===== src/design/cascaded_biquad_equalizer_defines.svh =====
// Assertion macros shared by the equalizer modules.
`ifndef CASCADED_BIQUAD_EQUALIZER_DEFINES_SVH
`define CASCADED_BIQUAD_EQUALIZER_DEFINES_SVH

// Same-cycle implication, disabled while reset is asserted.
`define CBEQ_ASSERT_IMPL(lbl, clk, rstn, ante, cons, msg) \
    lbl: assert property (@(posedge clk) disable iff (!rstn) (ante) |-> (cons)) \
        else $error(msg);

// Next-cycle implication, disabled while reset is asserted.
`define CBEQ_ASSERT_NEXT(lbl, clk, rstn, ante, cons, msg) \
    lbl: assert property (@(posedge clk) disable iff (!rstn) (ante) |=> (cons)) \
        else $error(msg);

`endif


===== src/design/cbeq_pkg.sv =====
// Package with the shared types and constants of the equalizer.
package cbeq_pkg;

    // Default configuration of the block.
    localparam int DEF_BANDS          = 7;
    localparam int DEF_SAMPLE_BITS    = 24;
    localparam int DEF_COEF_FRAC_BITS = 28;

    // Coefficient format and count per band.
    localparam int COEF_BITS = 32;
    localparam int NCOEF     = 5;

    // Transaction modes.
    localparam logic [1:0] MODE_FILTER = 2'd0;
    localparam logic [1:0] MODE_COEF   = 2'd1;
    localparam logic [1:0] MODE_CLEAR  = 2'd2;

    // Coefficient selectors, also the MAC step order within a band.
    localparam logic [2:0] COEF_B0 = 3'd0;
    localparam logic [2:0] COEF_B1 = 3'd1;
    localparam logic [2:0] COEF_B2 = 3'd2;
    localparam logic [2:0] COEF_A1 = 3'd3;
    localparam logic [2:0] COEF_A2 = 3'd4;

    // Controller states.
    typedef enum logic [2:0] {
        ST_IDLE,
        ST_ISSUE,
        ST_DRAIN,
        ST_BAND,
        ST_FINISH
    } t_state;

    // Commands from the controller to the datapath.
    typedef struct packed {
        logic       issue;
        logic [2:0] k;
        logic       acc_clr;
        logic       band_done;
        logic       load_x;
        logic       coef_we;
        logic       hist_clr;
        logic       out_load;
    } t_dp_cmd;

endpackage


===== src/design/cbeq_ctrl.sv =====
// Sequencing controller of the equalizer: handshakes, band and MAC step counters.
module cbeq_ctrl #(
    parameter int  BANDS = cbeq_pkg::DEF_BANDS,
    localparam int CA_W  = $clog2(cbeq_pkg::NCOEF * BANDS),
    localparam int BW    = (BANDS > 1) ? $clog2(BANDS) : 1
) (
    input  logic                i_clk,
    input  logic                i_rst_n,
    input  logic                i_in_valid,
    output logic                o_in_stall,
    input  logic [1:0]          i_mode,
    input  logic                i_out_stall,
    output logic                o_out_valid,
    output cbeq_pkg::t_dp_cmd   o_cmd,
    output logic [CA_W-1:0]     o_caddr,
    output logic [BW-1:0]       o_band_idx
);
    import cbeq_pkg::*;

    `include "cascaded_biquad_equalizer_defines.svh"

    localparam logic [2:0]    DRAIN_LAST = 3'd1;
    localparam logic [BW-1:0] LAST_BAND  = BW'(BANDS - 1);

    t_state          r_state, n_state;
    logic [2:0]      r_cnt, n_cnt;
    logic [BW-1:0]   r_band, n_band;
    logic [CA_W-1:0] r_caddr, n_caddr;
    logic            r_out_valid, n_out_valid;
    logic            accept;
    logic            out_free;

    assign accept   = i_in_valid && (r_state == ST_IDLE);
    assign out_free = !r_out_valid || !i_out_stall;

    // Next state.
    always_comb begin
        n_state = r_state;
        unique case (r_state)
            ST_IDLE: begin
                if (accept && (i_mode == MODE_FILTER)) n_state = ST_ISSUE;
            end
            ST_ISSUE: begin
                if (r_cnt == COEF_A2) n_state = ST_DRAIN;
            end
            ST_DRAIN: begin
                if (r_cnt == DRAIN_LAST) n_state = ST_BAND;
            end
            ST_BAND: begin
                n_state = (r_band == LAST_BAND) ? ST_FINISH : ST_ISSUE;
            end
            ST_FINISH: begin
                if (out_free) n_state = ST_IDLE;
            end
            default: n_state = ST_IDLE;
        endcase
    end

    // Step, band and coefficient address counters.
    always_comb begin
        n_cnt   = '0;
        n_band  = r_band;
        n_caddr = r_caddr;
        case (r_state)
            ST_IDLE: begin
                n_band  = '0;
                n_caddr = '0;
            end
            ST_ISSUE: begin
                n_cnt   = (r_cnt == COEF_A2) ? 3'd0 : r_cnt + 3'd1;
                n_caddr = r_caddr + CA_W'(1);
            end
            ST_DRAIN: begin
                n_cnt = (r_cnt == DRAIN_LAST) ? 3'd0 : r_cnt + 3'd1;
            end
            ST_BAND: begin
                if (r_band != LAST_BAND) n_band = r_band + BW'(1);
            end
            default: n_cnt = '0;
        endcase
    end

    // Datapath commands.
    always_comb begin
        o_cmd           = '0;
        o_cmd.k         = r_cnt;
        o_cmd.issue     = (r_state == ST_ISSUE);
        o_cmd.acc_clr   = (r_state == ST_IDLE) || (r_state == ST_BAND);
        o_cmd.band_done = (r_state == ST_BAND);
        o_cmd.load_x    = accept && (i_mode == MODE_FILTER);
        o_cmd.coef_we   = accept && (i_mode == MODE_COEF);
        o_cmd.hist_clr  = accept && (i_mode == MODE_CLEAR);
        o_cmd.out_load  = (r_state == ST_FINISH) && out_free;
    end

    // Output valid holds until its transaction completes.
    assign n_out_valid = o_cmd.out_load || (r_out_valid && i_out_stall);

    always_ff @(posedge i_clk) begin
        if (!i_rst_n) begin
            r_state     <= ST_IDLE;
            r_cnt       <= '0;
            r_band      <= '0;
            r_caddr     <= '0;
            r_out_valid <= 1'b0;
        end else begin
            r_state     <= n_state;
            r_cnt       <= n_cnt;
            r_band      <= n_band;
            r_caddr     <= n_caddr;
            r_out_valid <= n_out_valid;
        end
    end

    assign o_in_stall  = (r_state != ST_IDLE);
    assign o_out_valid = r_out_valid;
    assign o_caddr     = r_caddr;
    assign o_band_idx  = r_band;

    // A result appears only after the finishing state hands it over.
    `CBEQ_ASSERT_IMPL(a_out_from_finish, i_clk, i_rst_n, $rose(r_out_valid), $past(r_state) == ST_FINISH, "result valid raised outside finish")
    // A filter transaction starts the MAC sequence in the next cycle.
    `CBEQ_ASSERT_NEXT(a_filter_starts, i_clk, i_rst_n, accept && (i_mode == MODE_FILTER), (r_state == ST_ISSUE) && (r_cnt == COEF_B0) && (r_band == '0), "filter transaction did not start band zero")
    // The band counter never leaves the configured range.
    `CBEQ_ASSERT_IMPL(a_band_range, i_clk, i_rst_n, r_state != ST_IDLE, r_band <= LAST_BAND, "band counter out of range")

endmodule


===== src/design/cbeq_dp.sv =====
// Datapath of the equalizer: coefficient and history memories, shared MAC, rounding.
module cbeq_dp #(
    parameter int  BANDS          = cbeq_pkg::DEF_BANDS,
    parameter int  SAMPLE_BITS    = cbeq_pkg::DEF_SAMPLE_BITS,
    parameter int  COEF_FRAC_BITS = cbeq_pkg::DEF_COEF_FRAC_BITS,
    localparam int CA_W           = $clog2(cbeq_pkg::NCOEF * BANDS),
    localparam int BW             = (BANDS > 1) ? $clog2(BANDS) : 1
) (
    input  logic                                  i_clk,
    input  logic                                  i_rst_n,
    input  cbeq_pkg::t_dp_cmd                     i_cmd,
    input  logic [CA_W-1:0]                       i_caddr,
    input  logic [BW-1:0]                         i_band_idx,
    input  logic signed [SAMPLE_BITS-1:0]         i_sample_in,
    input  logic [2:0]                            i_band,
    input  logic [2:0]                            i_coef_sel,
    input  logic signed [cbeq_pkg::COEF_BITS-1:0] i_coef_value,
    output logic signed [SAMPLE_BITS-1:0]         o_sample_out,
    output logic                                  o_clipped
);
    import cbeq_pkg::*;

    `include "cascaded_biquad_equalizer_defines.svh"

    localparam int SB   = SAMPLE_BITS;
    localparam int CB   = COEF_BITS;
    localparam int PW   = CB + SB;
    localparam int AW   = PW + 3;
    localparam int NC   = NCOEF * BANDS;
    localparam int WA_W = (CA_W > 6) ? CA_W : 6;

    localparam logic signed [CB-1:0] COEF_ONE = CB'(1) << COEF_FRAC_BITS;
    localparam logic signed [AW-1:0] RND_HALF = AW'(1) << (COEF_FRAC_BITS - 1);
    localparam logic signed [AW-1:0] SMAX     = (AW'(1) << (SB - 1)) - AW'(1);
    localparam logic signed [AW-1:0] SMIN     = ~SMAX;

    // Coefficient memory with per-entry valid bits; an unwritten entry reads as bypass.
    logic signed [CB-1:0]   r_coef_mem [NC];
    logic [NC-1:0]          r_coef_vld;
    logic signed [CB-1:0]   r_coef_rd;
    logic                   r_coef_rv;

    // History memory, one row per band: x1, x2, y1, y2 from the low end.
    logic [4*SB-1:0]        r_hist_mem [BANDS];
    logic [BANDS-1:0]       r_hist_vld;
    logic [4*SB-1:0]        r_hist_rd;
    logic                   r_hist_rv;

    logic signed [SB-1:0]   r_x;
    logic                   r_clip;
    logic                   r_vb, r_vc;
    logic [2:0]             r_k_b;
    logic                   r_sub_c;
    logic signed [PW-1:0]   r_prod;
    logic signed [AW-1:0]   r_acc;
    logic signed [SB-1:0]   r_sample_out;
    logic                   r_clipped;

    logic [WA_W-1:0]        wr_full;
    logic [CA_W-1:0]        wr_addr;
    logic                   wr_ok;
    logic signed [CB-1:0]   coef_op;
    logic signed [SB-1:0]   samp_op;
    logic signed [SB-1:0]   h_x1, h_x2, h_y1, h_y2;
    logic signed [PW-1:0]   mult;
    logic signed [AW-1:0]   rnd_sum;
    logic signed [AW-1:0]   rnd_shift;
    logic signed [SB-1:0]   y_sat;
    logic                   y_clip;

    // Coefficient write address and range check.
    assign wr_full = WA_W'(i_band) * WA_W'(NCOEF) + WA_W'(i_coef_sel);
    assign wr_addr = wr_full[CA_W-1:0];
    assign wr_ok   = (int'(i_band) < BANDS) && (i_coef_sel <= COEF_A2);

    always_ff @(posedge i_clk) begin
        if (i_cmd.coef_we && wr_ok) r_coef_mem[wr_addr] <= i_coef_value;
        if (i_cmd.issue) r_coef_rd <= r_coef_mem[i_caddr];
    end

    always_ff @(posedge i_clk) begin
        if (!i_rst_n) begin
            r_coef_vld <= '0;
        end else if (i_cmd.coef_we && wr_ok) begin
            r_coef_vld[wr_addr] <= 1'b1;
        end
    end

    always_ff @(posedge i_clk) begin
        if (i_cmd.issue) r_coef_rv <= r_coef_vld[i_caddr];
    end

    // History rows: read during the MAC steps, written back when the band finishes.
    always_ff @(posedge i_clk) begin
        if (i_cmd.band_done) r_hist_mem[i_band_idx] <= {h_y1, y_sat, h_x1, r_x};
        if (i_cmd.issue) begin
            r_hist_rd <= r_hist_mem[i_band_idx];
            r_hist_rv <= r_hist_vld[i_band_idx];
        end
    end

    always_ff @(posedge i_clk) begin
        if (!i_rst_n) begin
            r_hist_vld <= '0;
        end else if (i_cmd.hist_clr) begin
            r_hist_vld <= '0;
        end else if (i_cmd.band_done) begin
            r_hist_vld[i_band_idx] <= 1'b1;
        end
    end

    assign h_x1 = r_hist_rv ? r_hist_rd[SB-1:0]      : '0;
    assign h_x2 = r_hist_rv ? r_hist_rd[2*SB-1:SB]   : '0;
    assign h_y1 = r_hist_rv ? r_hist_rd[3*SB-1:2*SB] : '0;
    assign h_y2 = r_hist_rv ? r_hist_rd[4*SB-1:3*SB] : '0;

    // Operand selection for the current MAC step.
    always_comb begin
        if (r_coef_rv) begin
            coef_op = r_coef_rd;
        end else begin
            coef_op = (r_k_b == COEF_B0) ? COEF_ONE : '0;
        end
        case (r_k_b)
            COEF_B0: samp_op = r_x;
            COEF_B1: samp_op = h_x1;
            COEF_B2: samp_op = h_x2;
            COEF_A1: samp_op = h_y1;
            default: samp_op = h_y2;
        endcase
    end

    assign mult = coef_op * samp_op;

    // MAC pipeline: read, multiply, accumulate.
    always_ff @(posedge i_clk) begin
        if (!i_rst_n) begin
            r_vb <= 1'b0;
            r_vc <= 1'b0;
        end else begin
            r_vb <= i_cmd.issue;
            r_vc <= r_vb;
        end
    end

    always_ff @(posedge i_clk) begin
        r_k_b   <= i_cmd.k;
        r_sub_c <= (r_k_b == COEF_A1) || (r_k_b == COEF_A2);
        r_prod  <= mult;
        if (i_cmd.acc_clr) begin
            r_acc <= '0;
        end else if (r_vc) begin
            if (r_sub_c) begin
                r_acc <= r_acc - {{(AW - PW){r_prod[PW-1]}}, r_prod};
            end else begin
                r_acc <= r_acc + {{(AW - PW){r_prod[PW-1]}}, r_prod};
            end
        end
    end

    // Round half up, then saturate to the sample range.
    assign rnd_sum   = r_acc + RND_HALF;
    assign rnd_shift = rnd_sum >>> COEF_FRAC_BITS;

    always_comb begin
        y_clip = 1'b0;
        y_sat  = rnd_shift[SB-1:0];
        if (rnd_shift > SMAX) begin
            y_sat  = SMAX[SB-1:0];
            y_clip = 1'b1;
        end else if (rnd_shift < SMIN) begin
            y_sat  = SMIN[SB-1:0];
            y_clip = 1'b1;
        end
    end

    // Band input and clip flag carried across the cascade.
    always_ff @(posedge i_clk) begin
        if (i_cmd.load_x) begin
            r_x    <= i_sample_in;
            r_clip <= 1'b0;
        end else if (i_cmd.band_done) begin
            r_x    <= y_sat;
            r_clip <= r_clip | y_clip;
        end
    end

    // Output payload register.
    always_ff @(posedge i_clk) begin
        if (i_cmd.out_load) begin
            r_sample_out <= r_x;
            r_clipped    <= r_clip;
        end
    end

    assign o_sample_out = r_sample_out;
    assign o_clipped    = r_clipped;

    // The multiply stage is only fed from a preceding read stage.
    `CBEQ_ASSERT_IMPL(a_pipe_order, i_clk, i_rst_n, r_vc, $past(r_vb), "multiply stage valid without a read")
    // Rounding takes place only once the MAC pipeline has drained.
    `CBEQ_ASSERT_IMPL(a_drained_round, i_clk, i_rst_n, i_cmd.band_done, !r_vb && !r_vc, "band finished with MAC steps in flight")
    // Coefficients change only while no MAC step is running.
    `CBEQ_ASSERT_IMPL(a_coef_quiet, i_clk, i_rst_n, i_cmd.coef_we, !r_vb && !r_vc && !i_cmd.issue, "coefficient written during a sample")

endmodule


===== src/design/cascaded_biquad_equalizer.sv =====
// A sample transaction runs its sample through every band in turn on the single shared MAC:
// five multiplies per band, a two-stage drain and a round-and-writeback step per band. A new
// transaction is taken only once the result has moved to the output register.
// Coefficient and clear transactions are taken while idle and give no result.
// Reset is synchronous and active low: every band returns to bypass, all history reads
// as zero at once through valid bits, and no clearing pass is needed.
module cascaded_biquad_equalizer #(
    parameter int BANDS          = cbeq_pkg::DEF_BANDS,
    parameter int SAMPLE_BITS    = cbeq_pkg::DEF_SAMPLE_BITS,
    parameter int COEF_FRAC_BITS = cbeq_pkg::DEF_COEF_FRAC_BITS
) (
    input  logic                                  i_clk,
    input  logic                                  i_rst_n,
    input  logic                                  i_in_valid,
    output logic                                  o_in_stall,
    input  logic [1:0]                            i_mode,
    input  logic signed [SAMPLE_BITS-1:0]         i_sample_in,
    input  logic [2:0]                            i_band,
    input  logic [2:0]                            i_coef_sel,
    input  logic signed [cbeq_pkg::COEF_BITS-1:0] i_coef_value,
    output logic                                  o_out_valid,
    input  logic                                  i_out_stall,
    output logic signed [SAMPLE_BITS-1:0]         o_sample_out,
    output logic                                  o_clipped
);
    import cbeq_pkg::*;

    localparam int CA_W = $clog2(NCOEF * BANDS);
    localparam int BW   = (BANDS > 1) ? $clog2(BANDS) : 1;

    t_dp_cmd         cmd;
    logic [CA_W-1:0] caddr;
    logic [BW-1:0]   band_idx;

    // Controller: handshakes and sequencing.
    cbeq_ctrl #(
        .BANDS (BANDS)
    ) u_ctrl (
        .i_clk       (i_clk),
        .i_rst_n     (i_rst_n),
        .i_in_valid  (i_in_valid),
        .o_in_stall  (o_in_stall),
        .i_mode      (i_mode),
        .i_out_stall (i_out_stall),
        .o_out_valid (o_out_valid),
        .o_cmd       (cmd),
        .o_caddr     (caddr),
        .o_band_idx  (band_idx)
    );

    // Datapath: storage, MAC and output payload.
    cbeq_dp #(
        .BANDS          (BANDS),
        .SAMPLE_BITS    (SAMPLE_BITS),
        .COEF_FRAC_BITS (COEF_FRAC_BITS)
    ) u_dp (
        .i_clk        (i_clk),
        .i_rst_n      (i_rst_n),
        .i_cmd        (cmd),
        .i_caddr      (caddr),
        .i_band_idx   (band_idx),
        .i_sample_in  (i_sample_in),
        .i_band       (i_band),
        .i_coef_sel   (i_coef_sel),
        .i_coef_value (i_coef_value),
        .o_sample_out (o_sample_out),
        .o_clipped    (o_clipped)
    );

endmodule


===== config.mk =====
export PLATFORM = sky130hd
export DESIGN_NAME = cascaded_biquad_equalizer
export DESIGN_NICKNAME = d
export VERILOG_FILES = /design/src/design/cbeq_pkg.sv /design/src/design/cbeq_ctrl.sv /design/src/design/cbeq_dp.sv /design/src/design/cascaded_biquad_equalizer.sv
export VERILOG_INCLUDE_DIRS = /design/src /design/src/design
export SDC_FILE = /design/constraint.sdc
export NUM_CORES = 2
export LEC_CHECK = 0
export BUFFER_PORTS_ARGS = -buffer_cell sky130_fd_sc_hd__buf_2
export CORE_ASPECT_RATIO = 2
export CORE_UTILIZATION = 62
export CTS_BUF_LIST = sky130_fd_sc_hd__clkbuf_16
export CTS_CLUSTER_SIZE = 10
export DETAILED_ROUTE_END_ITERATION = 7
export PLACE_DENSITY = 0.74
export SLEW_MARGIN = 20
export SYNTH_ARGS = -nofsm -noshare
export SYNTH_HDL_FRONTEND = slang
export SYNTH_HIERARCHICAL = 1
export SYNTH_SLANG_ARGS = --single-unit

===== constraint.sdc =====
create_clock -name i_clk -period 16.75 [get_ports i_clk]
set_input_delay 5.025 -clock i_clk [delete_from_list [all_inputs] [get_ports i_clk]]
set_output_delay 5.025 -clock i_clk [all_outputs]
set_load 0.05 [all_outputs]

==> results by group <==
Timing
  • Tmin final: 10.26 ns
  • Final Hold Fails: 0
  • Hold WS: between 0.4 and 0.5 ns
  • Slew @ Worst Pin: 1.278 ns
  • Clk_skew: between 0.06 and 0.07 ns
  • RSZ-0062 raised after global routing: false
  • Fmax: between 90 and 100 MHz
  • Final Max Tran Viols: 0
  • Final WS setup: 6.492 ns
  • Sum of negative setup slack: 0 ns
  • Period Utilization, post-route: around three fifths
  • # setup viols final: 0
  • Slew HR: 14.26%

Clock network
  • Worst-Skew Late Latency: 0.88 ns
  • CTS hold repair buffers: 0
  • H-tree depth: 4
  • CTS tree: done
  • TritonCTS buffer count: approximately 240
  • Clk pin slew, worst setup/hold paths: 0.06 ns
  • Postcts setup bufs: 0
  • Clk buf depth: 4
  • Clock sinks: 2151
  • Post-CTS sizing: 0
  • CTS Root Cell: clkbuf_16

Placement
  • HPWL Detailed: 219600 um
  • GPL Wtd Cong: around 1.0
  • Placed inst area: between 0.1 and 0.15 mm^2
  • Pre-CTS setup slack: around 6.9 ns
  • Port Buf Inserts: 94

Floorplanning
  • Row count: 220
  • Die area: approximately 0.18 mm^2
  • Die Ht: between 600 and 700 um
  • Initial Util: 62.48%
  • CORE AREA: approximately 0.18 mm^2
  • Num ports: 95
  • Die Wd: approximately 300 um

Worst setup path
  • WS Path Type: flop to flop
  • Worst path required time: 17.51 ns
  • R2R depth: 26
  • Critical Path AT: 11.02 ns
  • Startpoint Class: flop
  • CP max FO: 33
  • CP Capture Type: flop
  • R2R Setup Slk: about 6.5 ns

Routing
  • Metal-1 WL: roughly 95000 um
  • Met2 wire length: 175300 um
  • 1st-iter DRT viols: 6990
  • Met3 WL: 28790 um
  • TritonRoute pass-1 iters: 6
  • DRT antenna net count: 0
  • Residual DRC: 0
  • Routed length per instance: approximately 33 um
  • Top Metal Used: met5
  • Drt total wl: about 340000 um
  • DR vias: a little under 70000
  • Mean number of vias per cell: just under 7

Yosys
  • Yosys warns: 6
  • Synthesized netlist cell count: roughly 7800
  • Post-synth EDFFs: 1971
  • Ys async rst share: 0%
  • Synth Flop Type: edfxtp_1
  • Syn nets: just under 9000
  • Synthesized flop and latch total: around 2200
  • Avg Inst Size Synth: between 10 and 15 um^2
  • Synth top area share: a little over half
  • Synth top area cells: edfxtp_1 53%, fa_1 14%, mux4_2 6.6%
  • Mapped Area: 0.1121 mm^2
  • Synth unique cells: around 100
  • Area leader, netlist: edfxtp_1
  • Seq/Total Area, Yosys: 56.00%

Global routing
  • Global-route wire length before repair: 490200 um
  • Global Route Usage Sum: 38.44%
  • Number of global-route vias before repair: 73850
  • GRT overflow: 0
  • Initial antenna violation count: 31
  • Largest net degree at the start of global routing: around 150

Min path
  • Hold WC Path Type: flop to flop
  • Hold-critical path depth: 1

Final layout
  • Synth-to-layout area growth: 8.727%
  • Final Cell Area: 0.1219 mm^2
  • Fraction of layout instances using a drive strength above 1: 13.58%
  • Commonest non-fill, non-tap cell in the layout: edfxtp_1
  • Fin nets: between 8000 and 9000
  • Most frequent cells in the layout: 1971 x edfxtp_1, 884 x inv_1, 785 x fa_1, 571 x nand2_1, 535 x nor2_1

Job
  • Number of max-cap violations: 0

Status
  • Status: completed
[kinds of logic (layout without fill, tap and decap cells)]
group | after synthesis | after routing | synth area share, %
muxes | 562 | 562 | 8.847
xor gates and xnor gates | 191 | 191 | 1.492
AOI/OAI and AO/OA | 1038 | 1038 | 6.516
adders and majority gates | 1010 | 1010 | 16.53
buffers and inverters | 1250 | 1371 | 4.224
other | 0 | 12 | 0
DFF | 2151 | 2151 | 56.00
and+or+nand+nor | 1595 | 1595 | 6.397
[sequential cells by signal, indices dropped and copies added, names as in the netlist, 6 cells and up]
| register | cells |
|---|---|
| u_dp/o_sample_out | 24 |
| u_dp/r_hist_rd | 96 |
| u_dp/r_x | 24 |
| u_dp/r_coef_vld | 35 |
| u_dp/r_coef_rd | 32 |
| u_dp/r_hist_mem | 672 |
| u_dp/r_hist_vld | 7 |
| u_dp/r_acc | 59 |
| u_ctrl/o_caddr | 6 |
| u_dp/r_coef_mem | 1120 |
| u_dp/r_prod | 56 |
[worst paths after layout]
path | from | endpoint
max reg2reg | u_dp/r_k_b[2] | u_dp/r_prod[54]
max | u_dp/r_k_b[2] | u_dp/r_prod[54]
min reg2reg | u_dp/r_vb | u_dp/r_vc
min | u_dp/r_vb | u_dp/r_vc
[cell usage after synthesis (62+ instances only)]
cell / count
a221o_1: 101
nand3_1: 62
and2_1: 111
mux4_2: 331
mux2i_1: 109
a22oi_1: 159
a221oi_1: 101
fa_1: 785
ha_1: 225
clkbuf_1: 381
dfxtp_1: 180
inv_1: 817
nor2_1: 573
o21ai_0: 132
edfxtp_1: 1971
a21oi_1: 246
a21o_1: 67
mux2_2: 122
xnor2_1: 140
nand2_1: 573
[critical path, cell delays in order (launching register included)]
cell and delay, ns:
dfxtp_2 0.83, nor2_2 0.11, buf_4 0.28, a22oi_1 0.23, nand2_1 0.08, a22oi_2 0.12, buf_4 0.50, nand2b_1 0.25
inv_1 0.11, fa_1 0.69, fa_1 0.89, inv_1 0.30, fa_1 0.92, inv_1 0.41, fa_1 0.52, fa_1 0.52
fa_1 0.57, fa_1 0.41, ha_1 0.45, nand3_1 0.18, nor2_1 0.34, nand4_1 0.13, a21oi_1 0.51, o21ai_0 0.24
o21ai_0 0.21, a21oi_1 0.11, xnor2_1 0.14
[final cells by class]
type,count,area [um^2]
clock inverter,79,379.1
sequential,2151,62820
inverter,821,3087
multi-input combinational,4396,45020
fill,12110,57560
timing repair buffer,227,1555
clock buffer,244,6106
tap,2331,2917
antenna,12,30.03
[per-stage QoR]
| step | std cells | util (%) |
|---|---|---|
| after floorplan | 7797 | - |
| after global placement | 9924 | 64.28 |
| after detailed placement | 9926 | 64.30 |
| after CTS | 10250 | 67.91 |
| after global routing | 10250 | 67.91 |
| final | 10260 | 67.93 |
[per-layer routing]
metal	vias to the layer above	GRT usage, %
met5	-	0
met4	24	38.93
met3	1750	8.862
met2	4350	65.78
met1	35220	36.51
li1	27970	-
Power is not shown: default switching activity piles up to over one toggle a cycle in this logic, so the estimate is an artifact.
